File: src/fkg_pkg.sv
// Shared types, constants and state encoding for the fractional knapsack block.
`default_nettype none
package fkg_pkg;

	localparam int MAX_ITEMS = 64;
	localparam int IDX_W = $clog2(MAX_ITEMS);
	localparam int CNT_W = $clog2(MAX_ITEMS + 1);
	localparam int W_W = 16;
	localparam int V_W = 24;
	localparam int CAP_W = 22;
	localparam int TOT_W = 31;
	localparam int PCT_W = 7;
	localparam int PROD_W = W_W + V_W;
	localparam int NUM_W = CAP_W + V_W;
	localparam logic [6:0] PERCENT_SCALE = 7'd100;
	localparam logic [TOT_W-1:0] TOTAL_MAX = '1;

	typedef struct packed {
		logic [W_W-1:0] item_weight;
		logic [V_W-1:0] item_value;
		logic last_item;
	} item_t;

	typedef struct packed {
		logic [TOT_W-1:0] total_value;
		logic [CAP_W-1:0] used_weight;
		logic partial_present;
		logic [PCT_W-1:0] partial_percent;
		logic [W_W-1:0] partial_weight;
		logic [V_W-1:0] partial_value;
	} result_t;

	typedef enum logic [3:0] {
		ST_LOAD, ST_SORT_I, ST_RD_CUR, ST_RD_PREV, ST_CMP, ST_SHIFT,
		ST_PLACE, ST_FILL_RD, ST_FILL_RD2, ST_FILL, ST_DIV, ST_DONE
	} state_t;

	// Controller to datapath commands.
	typedef struct packed {
		logic load;
		logic sort_init;
		logic rd_cur;
		logic rd_prev;
		logic cmp;
		logic shift;
		logic place;
		logic next_i;
		logic fill_init;
		logic fill_rd;
		logic fill_rd2;
		logic fill;
		logic div_start;
		logic div_step;
		logic emit;
	} cmd_t;

	// Datapath to controller status.
	typedef struct packed {
		logic i_done;
		logic j_zero;
		logic above;
		logic fill_done;
		logic fits;
		logic div_done;
	} status_t;

endpackage
`default_nettype wire

File: src/fkg_ctrl.sv
// Controller state machine sequencing load, insertion sort, greedy fill and division.
`default_nettype none
module fkg_ctrl import fkg_pkg::*; (
	input wire logic clk,
	input wire logic arst_n,
	input wire logic start,
	input wire logic last_item,
	input wire status_t st,
	output logic busy,
	output cmd_t cmd
);

	state_t state_q, state_d;

	// State register.
	always_ff @(posedge clk or negedge arst_n) begin
		if (!arst_n) state_q <= ST_LOAD;
		else state_q <= state_d;
	end

	// Next state.
	always_comb begin
		state_d = state_q;
		unique case (state_q)
			ST_LOAD: if (start && last_item) state_d = ST_SORT_I;
			ST_SORT_I: state_d = st.i_done ? ST_FILL_RD : ST_RD_CUR;
			ST_RD_CUR: state_d = ST_RD_PREV;
			ST_RD_PREV: state_d = st.j_zero ? ST_PLACE : ST_CMP;
			ST_CMP: state_d = ST_SHIFT;
			ST_SHIFT: state_d = st.above ? ST_RD_PREV : ST_PLACE;
			ST_PLACE: state_d = ST_SORT_I;
			ST_FILL_RD: state_d = st.fill_done ? ST_DONE : ST_FILL_RD2;
			ST_FILL_RD2: state_d = ST_FILL;
			ST_FILL: state_d = st.fits ? ST_FILL_RD : ST_DIV;
			ST_DIV: if (st.div_done) state_d = ST_DONE;
			ST_DONE: state_d = ST_LOAD;
			default: state_d = ST_LOAD;
		endcase
	end

	// Command outputs.
	always_comb begin
		cmd = '0;
		busy = 1'b1;
		unique case (state_q)
			ST_LOAD: begin
				busy = 1'b0;
				cmd.load = start;
				cmd.sort_init = start && last_item;
			end
			ST_SORT_I: cmd.fill_init = st.i_done;
			ST_RD_CUR: cmd.rd_cur = 1'b1;
			ST_RD_PREV: cmd.rd_prev = 1'b1;
			ST_CMP: cmd.cmp = 1'b1;
			ST_SHIFT: cmd.shift = st.above;
			ST_PLACE: begin
				cmd.place = 1'b1;
				cmd.next_i = 1'b1;
			end
			ST_FILL_RD: cmd.fill_rd = 1'b1;
			ST_FILL_RD2: cmd.fill_rd2 = 1'b1;
			ST_FILL: begin
				cmd.fill = 1'b1;
				cmd.div_start = !st.fits;
			end
			ST_DIV: cmd.div_step = 1'b1;
			ST_DONE: cmd.emit = 1'b1;
			default: cmd = '0;
		endcase
	end

	// A result strobe only leaves the done state.
	a_emit_done: assert property (@(posedge clk) disable iff (!arst_n)
		cmd.emit |-> state_q == ST_DONE) else $error("emit outside done");
	a_idle_after_done: assert property (@(posedge clk) disable iff (!arst_n)
		state_q == ST_DONE |=> !busy) else $error("not idle after done");
	a_busy_after_last: assert property (@(posedge clk) disable iff (!arst_n)
		(start && !busy && last_item) |=> busy) else $error("not busy after last");

endmodule
`default_nettype wire

File: config.mk
export PLATFORM = sky130hd
export DESIGN_NAME = fkg_ctrl
export DESIGN_NICKNAME = d
export VERILOG_FILES = /design/src/fkg_pkg.sv /design/src/fkg_ctrl.sv
export SDC_FILE = /design/constraint.sdc
export NUM_CORES = 1
export LEC_CHECK = 0
export CAP_MARGIN = 20
export CORE_AREA = 2 2 39 41
export DETAILED_ROUTE_END_ITERATION = 8
export DIE_AREA = 0 0 41 43
export DONT_BUFFER_PORTS = 1
export PLACE_DENSITY = 0.48
export SYNTH_ARGS = -nofsm -noshare
export SYNTH_HDL_FRONTEND = slang
export SYNTH_SLANG_ARGS = --single-unit
File: constraint.sdc
create_clock -name clk -period 3.3 [get_ports clk]
set_clock_uncertainty 0.15 [all_clocks]
set_input_delay 0.33 -clock clk [delete_from_list [all_inputs] [get_ports clk]]
set_output_delay 0.33 -clock clk [all_outputs]
set_load 0.02 [all_outputs]
After elaboration in Yosys (flattened, before gate mapping)

Cells that the tools add are included.

Word-level logic and storage cells: 39
Bits of input ports: 10
Bits in registers: 4

Reductions and logical operators: 4
Multiplexer cells: 21
Eq/ne operators: 13

Operators with widths:

| operator                                      | count |
|---|---|
| one-hot mux 4 bit (11 select lines)           | 1 |
| == test 4 x 3 -> 1 bit, second input constant | 4 |
| == test 4 bit, second input constant          | 4 |
| two-way mux 4 bit                             | 3 |
| two-way mux 1 bit                             | 10 |
| two-way mux 2 bit                             | 5 |
| == test 4 x 2 -> 1 bit, second input constant | 2 |
| two-way mux 3 bit                             | 2 |
| == test 4 x 1 -> 1 bit, second input constant | 1 |
| logical NOT 4 bit                             | 1 |
| inequality test 2 bit, second input constant  | 2 |
| AND reduction 2 bit                           | 1 |
| logical AND 1 bit                             | 1 |
| logical NOT 1 bit                             | 1 |

Depth between registers and ports, before layout

Gate-level depths: netlist of run 1.

Word-level depth: 3
Depth in mapped cells: 5
Gate-level depth less buffers: 4

Worst setup path before layout of run 1

No wires, ideal clock.

Path type: reg2out
Start: register state_q[0]
End: output port cmd[13] (netlist bit)
Cell stages (with the launch flop): 4
Arrival: 1.413 ns
Setup slack: 1.407 ns
Data required time: 2.820 ns
Cell sequence: dfrtp_1 buf_6 or4_4 nor2_1

RTL lines:

| what                   | RTL line       | text |
|---|---|---|
| start, declared        | fkg_ctrl.sv:13 | `state_t state_q, state_d;` |
| start signal, assigned | fkg_ctrl.sv:18 | `else state_q <= state_d;` |
| end, declared          | fkg_ctrl.sv:10 | `output cmd_t cmd` |

==> flow_summary.json, run 1 <==
{
  "status": "complete, no violations",
  "place.gp.congestion": 0.734,
  "setup_viol": 0,
  "r2r_end": "state_q[0]",
  "die_area_mm2": 0.00176,
  "yosysTopAreaCellShare_pct": 25.5,
  "critPathRequiredTime_ns": 2.82,
  "rows": 14,
  "max_slew_margin_pct": 51.7,
  "die_h_um": 43,
  "coreArea_mm2": 0.00138,
  "total_leakage_power_nw": 0.164,
  "synth_top_area_cell": "dfrtp_1",
  "ys_warn_count": 0,
  "synth_seq_cells": 4,
  "fmax_mhz": 448,
  "setup_tns_ns": 0,
  "cp_max_fo": 13,
  "postLayoutCoreUtil_pct": 30.2,
  "period_minus_slack_ns": 2.23,
  "rr_startpoint": "state_q[1]",
  "fin_crit_sh_pct": 67.6,
  "die_x_um": 41,
  "wirelength_um": 950,
  "yosys-top-cells-area": "dfrtp_1 (25%), nand2b_1 (8.0%), nor3_1 (7.6%)",
  "vias_per_cell": 5.41,
  "diodes": 0,
  "synth_area_um2": 393,
  "final-seq-area_um2": 100,
  "grt_overflow": 0,
  "area_delta_synth_final_pct": 6.37,
  "cp_data_arrival_time_ns": 1.75,
  "maxSlewViolCount": 0,
  "clock_latency_ns": 0.25,
  "rsz0062_at_grt": "false",
  "start_kind": "register",
  "regMostFlops": "state_q",
  "critPathCaptureType": "primary output",
  "grt_max_degree": 14,
  "syn_area_per_cell_um2": 7.14,
  "htreeDepth": 1,
  "hold_slack_ns": 0.141,
  "wl_per_cell_um": 13.4,
  "largest_reg_flops": 4,
  "finalHoldViolCount": 0,
  "critical_path_class": "reg -> out",
  "ant_nets": 0,
  "total_power_w": 0.000457,
  "reg.largest.list": "state_q: 4 flops",
  "cts.sinks": 4,
  "rr_worst_depth": 3,
  "cp-startpoint": "state_q[1]",
  "grt_pass1_wl_um": 1380,
  "drive_gt1_share_pct": 12.7,
  "worst_slack_ns": 1.07,
  "hp-class": "in -> reg",
  "vias": 384,
  "place_ws_ns": 1.33,
  "dpl.hpwl_um": 688,
  "root_buffer": "clkbuf_4",
  "cap_violations": 0,
  "fillers": 170,
  "firstDrtPassIters": 4,
  "initial_core_util_pct": 28.4,
  "fin_nets": 67,
  "clk_transition_reported_paths_ns": 0.04,
  "cts_buffers": 3,
  "port_buffers": 0,
  "synth_cell_types": 24,
  "track_usage_pct": 12.3,
  "synth_nets": 65,
  "yosysSeqAreaShare_pct": 25.5,
  "syn_inst": 55,
  "hold_start": "last_item",
  "crit_end": "cmd[13]",
  "clock_path_buffers": 2,
  "grt_pass1_vias": 328,
  "antenna_found_initial": 0,
  "cts_tree": "done",
  "drcViolationCount": 0,
  "ios": 26,
  "drtIter0Drc": 6,
  "worst_pin_slew_ns": 0.722,
  "r2r_slack_ns": 1.60,
  "irDropWorstVdd_mv": 0.394,
  "p_per_area_mw_per_mm2": 1090,
  "multiInputGateArea_um2": 246
}
-- layout by cell type (no fill, tap or decap), drive strengths merged, types with 2 or more instances in the layout --
cell | netlist | routed
nand2b | 5 | 5
a21oi | 2 | 2
o21ai | 4 | 4
dfrtp | 4 | 4
nor2 | 7 | 7
clkbuf | 1 | 3
nand2 | 8 | 8
inv | 3 | 3
nor3 | 6 | 6
-- cell families (layout without fill, tap and decap cells) --
| group | Yosys count | after routing | share of synthesized area [%] |
|---|---|---|---|
| simple gates | 31 | 31 | 40.1 |
| compound gates | 11 | 11 | 20.1 |
| buf+inv | 8 | 8 | 11.8 |
| flops | 4 | 4 | 25.5 |
| mux | 1 | 1 | 2.55 |
-- metal layers --
layer / vias to the layer above / GRT usage, % / wire (um) / share of wire (%)
li1: 187 / - / - / -
met5: - / 0 / 0 / 0
met1: 179 / 16.0 / 449 / 47
met3: 2 / 6.81 / 60 / 6.3
met2: 16 / 14.7 / 425 / 45
met4: 0 / 8.67 / 14 / 1.5
-- power by group --
| group | switching, W | total (W) | internal (W) |
|---|---|---|---|
| Clock | 0.0000237 | 0.0000647 | 0.0000409 |
| Combinational | 0.000154 | 0.000244 | 0.0000902 |
| Sequential | 0.0000754 | 0.000149 | 0.0000731 |
| Total | 0.000253 | 0.000457 | 0.000204 |
-- synth_stat cells (all sizes together) --
library cell	count
mux2i	1
or4	1
o21ai	4
nor2b	1
o21a	1
nor3	6
a21boi	1
o22ai	1
nand2	8
nor4b	1
clkbuf	1
a311oi	1
nand3b	1
dfrtp	4
buf	4
nor2	7
inv	3
nand2b	5
a21oi	2
o22a	1
or3	1
-- layout make-up --
| type | count | share of cell area [%] |
|---|---|---|
| clock buffer | 3 | 5.39 |
| inverter | 3 | 2.69 |
| multi-input combinational | 43 | 59.0 |
| sequential | 4 | 24.0 |
| tap | 16 | 4.79 |
| timing repair buffer | 2 | 4.19 |
-- worst max-delay path, stage by stage (launching register included) --
cell     delay, ns
dfrtp_1       0.50
or4_4         0.66
nor2_1        0.35
-- repair_timing --
item,4_1_cts,5_1_grt
hold endpoints to repair,4,0
hold buffers,1,0
setup buffers,0,0
resized for setup,0,0
-- per-stage QoR --
| stage | instances | instance area (um^2) |
|---|---|---|
| floorplan | 55 | 393 |
| global placement | 67 | 385 |
| global route | 71 | 418 |
| finish | 71 | 418 |
| CTS | 71 | 418 |
| detailed placement | 67 | 385 |
-- worst min path at each step --
stage                  to  cells past startpoint
5_1_grt        state_q[0]                      2
3_5_place_dp   state_q[1]                      0
6_report       state_q[0]                      2
4_1_cts        state_q[0]                      2
2_1_floorplan  state_q[0]                      0
3_3_place_gp   state_q[3]                      0
Power figures use the tool's default switching activity.
==> run 2, diff against run 1 <==
- ABC_AREA: not set -> 1
- clock period: 3.3 -> 2 ns (I/O delays scaled with it)
==> run 2 against run 1 <==
Clock power up 50%. Wire length down 2.2%. Via count up 4.9%. Setup slack worse by 0.94 ns. Sequential share of layout area down 1.7 points. Combinational power up 110%. Synthesized cell count up 16%. Area after synthesis down 6.1%. Flip-flop and latch count unchanged. Critical path type unchanged. Largest cell class unchanged.
==> flow_summary.json, run 2 <==
{
  "antenna_found_initial": 0,
  "total_leakage_power_nw": 0.240,
  "port_buffers": 0,
  "synth_cell_types": 13,
  "cts_setup_buffers": 0,
  "area_delta_synth_final_pct": 21.7,
  "yosysTopAreaCellShare_pct": 27.1,
  "cts_tree": "done",
  "max_slew_margin_pct": 69.0,
  "die_h_um": 43,
  "critPathCaptureType": "primary output",
  "start_kind": "register",
  "reg.largest.list": "state_q: 4 flops",
  "fin_crit_sh_pct": 93.6,
  "rows": 14,
  "cp_data_arrival_time_ns": 1.52,
  "dp.cells": 81,
  "ios": 26,
  "cp-startpoint": "state_q[2]",
  "vias": 403,
  "maxSlewViolCount": 0,
  "critical_path_class": "reg -> out",
  "synth_common_cells": "nor2_1 (16), nand2_1 (10), inv_2 (8), inv_1 (7), nand3_1 (7)",
  "synth_area_um2": 369,
  "worst_pin_slew_ns": 0.463,
  "vias_per_cell": 4.63,
  "fin_nets": 83,
  "irDropWorstVdd_mv": 0.536,
  "hold_end": "state_q[0]",
  "grt_overflow": 0,
  "async_flop_share_pct": 100,
  "syn_area_per_cell_um2": 5.77,
  "whs_path_depth": 2,
  "yosys-top-cells-area": "dfrtp_1 (27%), nor2_1 (16%), nand2_1 (10%)",
  "regMostFlops": "state_q",
  "synth-edff-count": 0,
  "hp-class": "in -> reg",
  "critPathRequiredTime_ns": 1.65,
  "dpl.hpwl_um": 795,
  "final_cells": 87,
  "grt_pass1_vias": 362,
  "grt_max_degree": 7,
  "hold_start": "st[0]",
  "grt_busiest_layer": "met2",
  "cp_max_fo": 4,
  "initial_core_util_pct": 26.7,
  "die_x_um": 41,
  "setup_tns_ns": 0,
  "drtIter0Drc": 4,
  "met2_usage_pct": 18.4,
  "ys_warn_count": 0,
  "track_usage_pct": 13.2,
  "rr_startpoint": "state_q[1]",
  "synth_nets": 74,
  "yosysMostFrequentCell": "nor2_1",
  "p_per_area_mw_per_mm2": 1730,
  "rsz0062_at_grt": "false",
  "r2r_end": "state_q[2]",
  "yosysSeqAreaShare_pct": 27.1,
  "cts.sinks": 4,
  "status": "complete, no violations",
  "grt_util_met3_pct": 6.81,
  "largest_reg_flops": 4,
  "period_minus_slack_ns": 1.87,
  "syn_inst": 64,
  "coreArea_mm2": 0.00138,
  "clock_latency_ns": 0.23,
  "grt_pass1_wl_um": 1480,
  "use_met1_pct": 15.3,
  "finalHoldViolCount": 0,
  "clk_transition_reported_paths_ns": 0.04,
  "synth_flop_cell": "dfrtp_1",
  "fmax_mhz": 534,
  "setup_viol": 0,
  "drcViolationCount": 0,
  "rr_worst_depth": 5,
  "wirelength_um": 929,
  "hold_slack_ns": 0.0184,
  "place.gp.congestion": 0.716,
  "r2r_slack_ns": 0.46,
  "htreeDepth": 1,
  "root_buffer": "clkbuf_4",
  "cts_buffers": 3,
  "synth_top_area_cell": "dfrtp_1",
  "ant_nets": 0,
  "mostFrequentLayoutCells": "nor2_1 (16), nand2_1 (10), inv_2 (8), inv_1 (7), nand3_1 (7)",
  "layout_commonest_cell": "nor2_1",
  "wl_per_cell_um": 10.7,
  "diodes": 0,
  "drive_gt1_share_pct": 25.4,
  "firstDrtPassIters": 2,
  "cap_violations": 0,
  "die_area_mm2": 0.00176,
  "clock_path_buffers": 2,
  "synth_seq_cells": 4
}
## run 2: changes by cell type after synthesis, sizes merged, moves of 2 or more
| cell | previous run | this run |
|---|---|---|
| nor2 | 7 | 21 |
| inv | 3 | 15 |
| nand3 | 0 | 7 |
| nor3 | 6 | 0 |
| nand2b | 5 | 0 |
| buf | 4 | 1 |
| nand2 | 8 | 10 |
## run 2: power breakdown
part	internal (W)	switching [W]	leakage, nW	total, W
combinational	0.000140	0.000369	0.176	0.000509
clock	0.0000669	0.0000299	0.0138	0.0000968
sequential	0.000122	0.0000477	0.0498	0.000169
## run 2: how the worst max path moves through the flow
stage                  end  slack [ns]  cells past startpoint
global placement    cmd[2]        0.36                      5
floorplan           cmd[8]        0.47                      5
detailed placement  cmd[2]        0.38                      5
finish              cmd[2]        0.13                      5
CTS                 cmd[2]        0.12                      5
global route        cmd[2]        0.03                      6
## run 2: critical path: stages, from the launching register on
cell	delay, ns
dfrtp_1	0.41
nor2_2	0.23
inv_2	0.09
nor2_4	0.20
inv_2	0.06
nor2_1	0.30
## run 2: metal layers
layer	up-vias	share of wire, %
met5	-	0
li1	207	-
met3	2	5.7
met2	15	50
met4	0	0.86
met1	179	43
## run 2: what timing repair did
action	4_1_cts	5_1_grt
hold buffers	3	0
hold endpoints to repair	6	0
resized for setup	0	0
## run 2: logic make-up after synthesis
| logic type | count (synthesis) | synth area share [%] |
|---|---|---|
| buf+inv | 17 | 18.3 |
| simple gates | 38 | 47.1 |
| flops | 4 | 27.1 |
| compound gates | 5 | 7.46 |
## run 2: cell type report
cell class / count / area [um^2]
sequential: 4 / 100
clock buffer: 3 / 22.5
fill: 167 / 935
timing repair buffer: 5 / 45.0
multi-input combinational: 43 / 201
inverter: 16 / 60.1
tap: 16 / 20.0
## run 2: per-stage QoR
step	cell area [um^2]	setup WS [ns]	utilization [%]	total power [W]
floorplan	369	0.467	-	0.000579
global placement	397	0.360	28.7	0.000685
detailed placement	397	0.376	28.7	0.000683
CTS	449	0.124	32.5	0.000791
global route	449	0.0264	32.5	0.000856
finish	449	0.129	32.5	0.000775
